<file path="src/rtl/dth_pkg.sv">
// Shared types and the header classification function for the DER header encoder.
package dth_pkg;

  localparam int MaxBytes = 8;
  localparam logic [31:0] TagMax      = 32'h0000_3fff;
  localparam logic [31:0] TagShortLim = 32'd31;
  localparam logic [31:0] TagOneByte  = 32'h0000_007f;
  localparam logic [31:0] LenShortLim = 32'd128;
  localparam logic [7:0]  TagEscape   = 8'h1f;
  localparam logic [7:0]  LongForm    = 8'h80;

  typedef struct packed {
    logic [MaxBytes-1:0][7:0] hdr;    // header bytes, index 0 sent first
    logic [3:0]               cnt;    // 1..8
    logic                     err;
    logic [32:0]              total;
  } desc_t;

  function automatic desc_t classify(input logic [1:0]  cls,
                                     input logic        cons,
                                     input logic [31:0] tag,
                                     input logic [31:0] vlen);
    desc_t      d;
    logic [7:0] first;
    logic [7:0] id [4];
    logic [7:0] lb [8];
    logic [2:0] nid;
    logic [2:0] nlen;
    logic [2:0] vcnt;
    logic [2:0] j;
    first = {cls, cons, 5'd0};
    for (int k = 0; k < 4; k++) id[k] = 8'd0;
    for (int k = 0; k < 8; k++) lb[k] = 8'd0;
    id[0] = first | {3'd0, tag[4:0]};
    nid   = 3'd1;
    if (tag >= TagShortLim) begin
      id[0] = first | TagEscape;
      if (tag <= TagOneByte) begin
        id[1] = {1'b0, tag[6:0]};
        nid   = 3'd2;
      end else begin
        // continuation bit on the leading base-128 digit
        id[1] = {1'b1, tag[13:7]};
        id[2] = {1'b0, tag[6:0]};
        nid   = 3'd3;
      end
    end
    if (vlen[31:24] != 8'd0)      vcnt = 3'd4;
    else if (vlen[23:16] != 8'd0) vcnt = 3'd3;
    else if (vlen[15:8] != 8'd0)  vcnt = 3'd2;
    else                          vcnt = 3'd1;
    if (vlen < LenShortLim) begin
      lb[0] = vlen[7:0];
      nlen  = 3'd1;
    end else begin
      lb[0] = LongForm | {5'd0, vcnt};
      nlen  = vcnt + 3'd1;
      case (vcnt)
        3'd4: begin
          lb[1] = vlen[31:24]; lb[2] = vlen[23:16]; lb[3] = vlen[15:8]; lb[4] = vlen[7:0];
        end
        3'd3: begin
          lb[1] = vlen[23:16]; lb[2] = vlen[15:8]; lb[3] = vlen[7:0];
        end
        3'd2: begin
          lb[1] = vlen[15:8]; lb[2] = vlen[7:0];
        end
        default: lb[1] = vlen[7:0];
      endcase
    end
    for (int i = 0; i < MaxBytes; i++) begin
      j = 3'(i) - nid;
      if (3'(i) < nid) d.hdr[i] = id[2'(i)];
      else             d.hdr[i] = lb[j];
    end
    d.cnt   = {1'b0, nid} + {1'b0, nlen};
    d.err   = 1'b0;
    d.total = {1'b0, vlen} + {29'd0, d.cnt};
    if (tag > TagMax) begin
      d.hdr   = '0;
      d.cnt   = 4'd1;
      d.err   = 1'b1;
      d.total = 33'd0;
    end
    return d;
  endfunction

endpackage

</file>
<file path="src/rtl/dth_front.sv">
// Front end: accepts input items, classifies them into header descriptors.
module dth_front (
  input  logic              clk,
  input  logic              rst_n,
  input  logic              in_valid,
  output logic              in_stall,
  input  logic [1:0]        in_tag_class,
  input  logic              in_constructed,
  input  logic [31:0]       in_tag_number,
  input  logic [31:0]       in_value_length,
  output logic              push,
  output dth_pkg::desc_t    push_data,
  input  logic              q_full
);

  logic           fv_r;
  dth_pkg::desc_t fd_r;
  logic           adv;

  assign push      = fv_r && !q_full;
  assign adv       = !fv_r || push;
  assign in_stall  = !adv;
  assign push_data = fd_r;

  always_ff @(posedge clk) begin
    if (!rst_n) begin
      fv_r <= 1'b0;
    end else begin
      if (adv) fv_r <= in_valid;
      if (adv && in_valid) begin
        fd_r <= dth_pkg::classify(in_tag_class, in_constructed,
                                  in_tag_number, in_value_length);
      end
    end
  end

endmodule

</file>
<file path="src/rtl/dth_queue.sv">
// Two-entry descriptor queue between front end and byte emitter.
module dth_queue (
  input  logic           clk,
  input  logic           rst_n,
  input  logic           push,
  input  dth_pkg::desc_t push_data,
  output logic           q_full,
  input  logic           pop,
  output logic           q_valid,
  output dth_pkg::desc_t q_data
);

  dth_pkg::desc_t mem [2];
  logic           wr_ptr_r;
  logic           rd_ptr_r;
  logic [1:0]     cnt_r;

  assign q_full  = (cnt_r == 2'd2);
  assign q_valid = (cnt_r != 2'd0);
  assign q_data  = mem[rd_ptr_r];

  always_ff @(posedge clk) begin
    if (push) mem[wr_ptr_r] <= push_data;
  end

  always_ff @(posedge clk) begin
    if (!rst_n) begin
      wr_ptr_r <= 1'b0;
      rd_ptr_r <= 1'b0;
      cnt_r    <= 2'd0;
    end else begin
      if (push) wr_ptr_r <= !wr_ptr_r;
      if (pop)  rd_ptr_r <= !rd_ptr_r;
      case ({push, pop})
        2'b10:   cnt_r <= cnt_r + 2'd1;
        2'b01:   cnt_r <= cnt_r - 2'd1;
        default: cnt_r <= cnt_r;
      endcase
    end
  end

endmodule

</file>
<file path="src/rtl/dth_back.sv">
// Back end: walks a descriptor and emits one header byte per cycle while out_stall is low.
module dth_back (
  input  logic           clk,
  input  logic           rst_n,
  input  logic           q_valid,
  input  dth_pkg::desc_t q_data,
  output logic           pop,
  output logic           out_valid,
  input  logic           out_stall,
  output logic [7:0]     out_header_byte,
  output logic           out_last_byte,
  output logic           out_tag_error,
  output logic [32:0]    out_total_length
);

  logic           out_valid_r;
  logic [7:0]     byte_r;
  logic           last_r;
  logic           err_r;
  logic [32:0]    total_r;
  logic           cur_valid_r;
  dth_pkg::desc_t cur_r;
  logic [2:0]     idx_r;
  logic           adv;
  logic           emit;
  logic           is_last;
  logic           done;

  assign adv     = !out_valid_r || !out_stall;
  assign emit    = cur_valid_r && adv;
  assign is_last = ({1'b0, idx_r} == (cur_r.cnt - 4'd1));
  assign done    = emit && is_last;
  // refill on the last byte so items run back to back
  assign pop     = q_valid && (!cur_valid_r || done);

  always_ff @(posedge clk) begin
    if (!rst_n) begin
      out_valid_r <= 1'b0;
      cur_valid_r <= 1'b0;
      idx_r       <= 3'd0;
    end else begin
      if (adv) out_valid_r <= cur_valid_r;
      if (emit) begin
        byte_r  <= cur_r.hdr[idx_r];
        last_r  <= is_last;
        err_r   <= cur_r.err;
        total_r <= is_last ? cur_r.total : 33'd0;
      end
      if (pop) begin
        idx_r <= 3'd0;
      end else if (emit) begin
        idx_r <= idx_r + 3'd1;
      end
      if (pop) begin
        cur_r       <= q_data;
        cur_valid_r <= 1'b1;
      end else if (done) begin
        cur_valid_r <= 1'b0;
      end
    end
  end

  assign out_valid        = out_valid_r;
  assign out_header_byte  = byte_r;
  assign out_last_byte    = last_r;
  assign out_tag_error    = err_r;
  assign out_total_length = total_r;

endmodule

</file>
<file path="src/rtl/der_tag_length_header_encoder_core.sv">
// Top level of the DER identifier/length header encoder.
// Input channel (in_*): one item per ASN.1 element - class, constructed flag,
// tag number and value length. Accepted when in_valid is high and in_stall low.
// Result channel (out_*): the DER header bytes of each item, one per cycle while
// out_stall is low, in transmission order. out_last_byte marks the final byte,
// which also carries out_total_length (header bytes plus value length). A tag
// above 16383 yields a single zero byte with out_tag_error and out_last_byte set.
// The first byte of an item passes the front register, the descriptor queue,
// the current-descriptor register and the output register.
// The header bytes of an item (1 to 8) leave one at a time through the single
// byte-wide output register; while the queue holds the next descriptor, items
// follow one another with no gap cycles.
// When out_stall is high the output register holds; the queue and the front
// register absorb up to three further items before in_stall rises.
// Reset (rst_n low, synchronous) empties every stage; no items are pending.
module der_tag_length_header_encoder_core (
  input  logic        clk,
  input  logic        rst_n,
  input  logic        in_valid,
  output logic        in_stall,
  input  logic [1:0]  in_tag_class,
  input  logic        in_constructed,
  input  logic [31:0] in_tag_number,
  input  logic [31:0] in_value_length,
  output logic        out_valid,
  input  logic        out_stall,
  output logic [7:0]  out_header_byte,
  output logic        out_last_byte,
  output logic        out_tag_error,
  output logic [32:0] out_total_length
);

  logic           push;
  logic           q_full;
  logic           pop;
  logic           q_valid;
  dth_pkg::desc_t push_data;
  dth_pkg::desc_t q_data;

  dth_front u_front (
    .clk             (clk),
    .rst_n           (rst_n),
    .in_valid        (in_valid),
    .in_stall        (in_stall),
    .in_tag_class    (in_tag_class),
    .in_constructed  (in_constructed),
    .in_tag_number   (in_tag_number),
    .in_value_length (in_value_length),
    .push            (push),
    .push_data       (push_data),
    .q_full          (q_full)
  );

  dth_queue u_queue (
    .clk       (clk),
    .rst_n     (rst_n),
    .push      (push),
    .push_data (push_data),
    .q_full    (q_full),
    .pop       (pop),
    .q_valid   (q_valid),
    .q_data    (q_data)
  );

  dth_back u_back (
    .clk              (clk),
    .rst_n            (rst_n),
    .q_valid          (q_valid),
    .q_data           (q_data),
    .pop              (pop),
    .out_valid        (out_valid),
    .out_stall        (out_stall),
    .out_header_byte  (out_header_byte),
    .out_last_byte    (out_last_byte),
    .out_tag_error    (out_tag_error),
    .out_total_length (out_total_length)
  );

  // an error item is always a lone zero byte
  a_err_alone: assert property (@(posedge clk) disable iff (!rst_n)
    out_valid && out_tag_error |-> out_last_byte && out_header_byte == 8'd0)
    else $error("tag error result not a single zero byte");

  a_total_on_last: assert property (@(posedge clk) disable iff (!rst_n)
    out_valid && !out_last_byte |-> out_total_length == 33'd0)
    else $error("total length on a non-final byte");

  // total covers at least the header bytes
  a_total_min: assert property (@(posedge clk) disable iff (!rst_n)
    out_valid && out_last_byte && !out_tag_error |-> out_total_length >= 33'd2)
    else $error("total length below minimum header size");

endmodule

</file>
<file path="config.mk">
export PLATFORM = sky130hd
export DESIGN_NAME = der_tag_length_header_encoder_core
export DESIGN_NICKNAME = d
export VERILOG_FILES = /design/src/rtl/dth_pkg.sv /design/src/rtl/dth_front.sv /design/src/rtl/dth_queue.sv /design/src/rtl/dth_back.sv /design/src/rtl/der_tag_length_header_encoder_core.sv
export SDC_FILE = /design/constraint.sdc
export NUM_CORES = 1
export LEC_CHECK = 0
export ABC_AREA = 1
export BUFFER_PORTS_ARGS = -buffer_cell sky130_fd_sc_hd__buf_2
export CAP_MARGIN = 10
export CELL_PAD_IN_SITES_DETAIL_PLACEMENT = 0
export CELL_PAD_IN_SITES_GLOBAL_PLACEMENT = 1
export CORE_MARGIN = 4
export CORE_UTILIZATION = 30
export CTS_CLUSTER_SIZE = 10
export DETAILED_ROUTE_END_ITERATION = 10
export GPL_TIMING_DRIVEN = 0
export PLACE_DENSITY = 0.6
export SLEW_MARGIN = 20
export SYNTH_ARGS = -nofsm -noshare
export SYNTH_HDL_FRONTEND = slang
export SYNTH_HIERARCHICAL = 1
export SYNTH_SLANG_ARGS = --single-unit
</file>
<file path="constraint.sdc">
create_clock -name clk -period 9.3 [get_ports clk]
set_clock_uncertainty 0.1 [all_clocks]
set_input_delay 0.465 -clock clk [delete_from_list [all_inputs] [get_ports clk]]
set_output_delay 0.465 -clock clk [all_outputs]
set_load 0.05 [all_outputs]
</file>
==> impl_metrics.env <==
export IMPL_ios=116
export IMPL_grt_pass1_vias=11880
export IMPL_synthDistinctLibCells=50
export IMPL_ys_seq_area_frac=0.6989
export IMPL_final_cell_area_um2=23120
export IMPL_netlist_instances=1512
export IMPL_synthTopCellsByArea="edfxtp_1, mux2_4, nand2_1"
export IMPL_whs_path_depth=3
export IMPL_antenna_left=0
export IMPL_drt_first_pass_iters=5
export IMPL_syn_to_final_growth_pct=17.39
export IMPL_grt_max_degree=61
export IMPL_cts_inserted_buffers=52
export IMPL_slew_viol_final=0
export IMPL_syn_area_um2=19690
export IMPL_port_buffers=110
export IMPL_drive_gt1_frac=0.2240
export IMPL_clock_sinks=462
export IMPL_rsz0062_at_grt="no"
export IMPL_final_nets=1781
export IMPL_grt_antenna_before_repair=3
export IMPL_synth_top_cell_area_share=0.6877
export IMPL_cp_end_kind="flip-flop"
export IMPL_clk_latency_ns=0.59
export IMPL_multiInputGateArea_um2=5002
export IMPL_core_um2=64700
export IMPL_status="finished, final reports clean"
export IMPL_post_cts_setup_buffers=0
export IMPL_syn_num_nets=1594
export IMPL_rr_startpoint="u_queue/cnt_r[1]"
export IMPL_rows=93
export IMPL_slew_headroom=0.3841
export IMPL_grt_overflow=0
export IMPL_fillCellCount=6358
export IMPL_synthArstFlopShare=0
export IMPL_regArea_um2=13760
export IMPL_clockBufferDepth=3
export IMPL_critPathRequiredTime_ns=9.53
export IMPL_drt_iter0_markers=850
export IMPL_cellPowerDensity_nw_per_um2=245.0
export IMPL_tns_ns=0
export IMPL_cts_root_buffer_cell="clkbuf_16"
export IMPL_finalSetupViolations=0
export IMPL_critPathMaxFanout=10
export IMPL_ir_worst_vdd_mv=0.1330
export IMPL_start_util=0.3044
export IMPL_crit_arrival_ns=4.68
export IMPL_synth_top_area_cell="edfxtp_1"
export IMPL_dp_slack_ns=4.302
export IMPL_clk_pin_slew_ns=0.05
export IMPL_gp_congestion=0.8434
export IMPL_ctsResizeCount=0
export IMPL_synth_area_per_cell_um2=13.02
export IMPL_min_path_type="in2reg"
export IMPL_cap_violations=0
export IMPL_path_class="in2reg"
export IMPL_worstMarginPinSlew_ns=0.9238
export IMPL_crit_start="in_tag_number[11]"
export IMPL_drc_errors=0
export IMPL_ctsHoldBuffers=0
export IMPL_fin_crit_ns=4.453
export IMPL_die_h_um=264.2
export IMPL_start_kind="primary input"
export IMPL_viasPerCell=4.590
export IMPL_tritoncts="built"
export IMPL_ff2ff_path_depth=12
export IMPL_wl_per_cell_um=19.18
export IMPL_wirelength_um=49310
export IMPL_hold_viol=0
export IMPL_grt_pass1_wl_um=74780
export IMPL_ys_top_cells_by_count="edfxtp_1, nand2_1, nor2_1"
export IMPL_synth_ff_type="edfxtp_1"
export IMPL_grt_total_usage=0.1397
export IMPL_ys_ff_latch=462
export IMPL_yosysMostFrequentCell="edfxtp_1"
export IMPL_die_area_um2=69800
export IMPL_fmax_mhz=224.6
export IMPL_ys_warn_count=6
export IMPL_finalCritPeriodShare=0.4788
export IMPL_r2r_setup_slack_ns=6.54
export IMPL_r2r_end="u_front/push_data[47]"
export IMPL_setup_slack_ns=4.847
export IMPL_synth_edf_count=451
export IMPL_htreeDepth=2
export IMPL_hpwl_um=36550
export IMPL_placed_cell_area_um2=21710
export IMPL_power_leakage_nw=8.894
export IMPL_endpoint="u_front/push_data[28]"
export IMPL_die_x_um=264.2
export IMPL_vias=11797
critical path, stage by stage:
cell and delay [ns]:
buf_2 0.11, nor3_1 0.21, nand3_1 0.30, nor2_8 0.33, nand2_4 0.14, clkbuf_1 0.32
ha_1 0.32, inv_1 0.07, fa_1 0.50, fa_1 0.47, o21ai_2 0.28, inv_1 0.07
nor2_1 0.29, nand3_1 0.24, nor3_1 0.30, nand3_1 0.12, nand2_1 0.10, inv_1 0.04
registers in the layout, summed over array words and instances, names as in the netlist, named ones only:
name / count
u_queue/rd_ptr_r: 1
u_queue/wr_ptr_r: 1
u_back/out_last_byte: 1
u_back/out_valid: 1
u_back/idx_r: 3
u_front/push_data: 102
u_back/out_total_length: 33
u_back/out_tag_error: 1
u_back/cur_valid_r: 1
u_back/out_header_byte: 8
u_queue/mem: 204
u_queue/cnt_r: 2
u_back/cur_r: 102
u_front/fv_r: 1
kinds of logic (layout without fill, tap and decap cells):
family / count (synthesis) / in the layout / share of synthesized area
AO/OA/AOI/OAI: 146 / 146 / 0.04352
XOR/XNOR: 4 / 4 / 0.001779
adder cells (fa/ha/maj): 11 / 11 / 0.007752
buffers and inverters: 206 / 408 / 0.04848
flip-flops: 462 / 462 / 0.6989
multiplexers: 102 / 102 / 0.07358
other: 0 / 1 / 0
AND/OR/NAND/NOR: 581 / 581 / 0.1260
through the flow:
step                      utilization  cells  power [mW]  hold slack (ns)
after floorplan                     -   1512       3.592           0.3003
after global placement         0.3294   2477       3.936           0.3153
after CTS                      0.3573   2569       5.744          0.04322
final                          0.3573   2570       5.663          0.07629
after global routing           0.3573   2569       5.925          0.07618
after detailed placement       0.3355   2500       3.963           0.3296
how the worst min path moves through the flow:
stage,start,end,slack (ns)
global route,in_valid,u_front/fv_r,0.08
global placement,u_back/cur_r[33],u_back/out_tag_error,0.32
finish,in_valid,u_front/fv_r,0.08
CTS,in_valid,u_front/fv_r,0.04
floorplan,u_back/cur_r[33],u_back/out_tag_error,0.30
detailed placement,u_front/push_data[77],u_queue/mem[1][77],0.33
layout by cell type, fill, tap and decap left out, types with 4 or more instances in the layout:
cell	instances
nor2_2	10
nor2_1	182
o22ai_1	15
o21ai_1	8
xor2_1	4
dfxtp_1	11
nor2_4	8
nand3_1	71
mux2_4	80
nand4_1	11
clkbuf_16	53
clkbuf_1	20
nand2_1	267
buf_16	6
buf_12	5
mux2_2	22
inv_2	8
o32ai_1	16
nor3_1	10
buf_6	18
nand2_2	4
o21ai_0	42
a21oi_1	48
nor3_2	5
buf_2	132
o211ai_1	7
buf_4	16
edfxtp_1	451
inv_1	139
ha_1	9
metal layers:
layer | GRT usage | vias up | wire [um]
li1 | - | 5656 | -
met2 | 0.2376 | 273 | 24410
met1 | 0.1856 | 5801 | 21910
met4 | 0.04112 | 0 | 1170
met5 | 0 | - | 0
met3 | 0.02133 | 67 | 1808
power breakdown:
part	internal [mW]	switching (mW)
clock network	1.02	0.738
registers	2.64	0.0753
logic	0.463	0.723
cell type report:
type                            instances  area share
Sequential cell                       462      0.5954
Multi-Input combinational cell        844      0.2164
Clock buffer                           66     0.05992
Antenna cell                            1   0.0001082
Timing Repair Buffer                  133     0.03951
Inverter                              151     0.02511
Tap cell                              855     0.04628
Buffer                                 55     0.01640
Clock inverter                          3   0.0009201
Power figures use the tool's default switching activity.
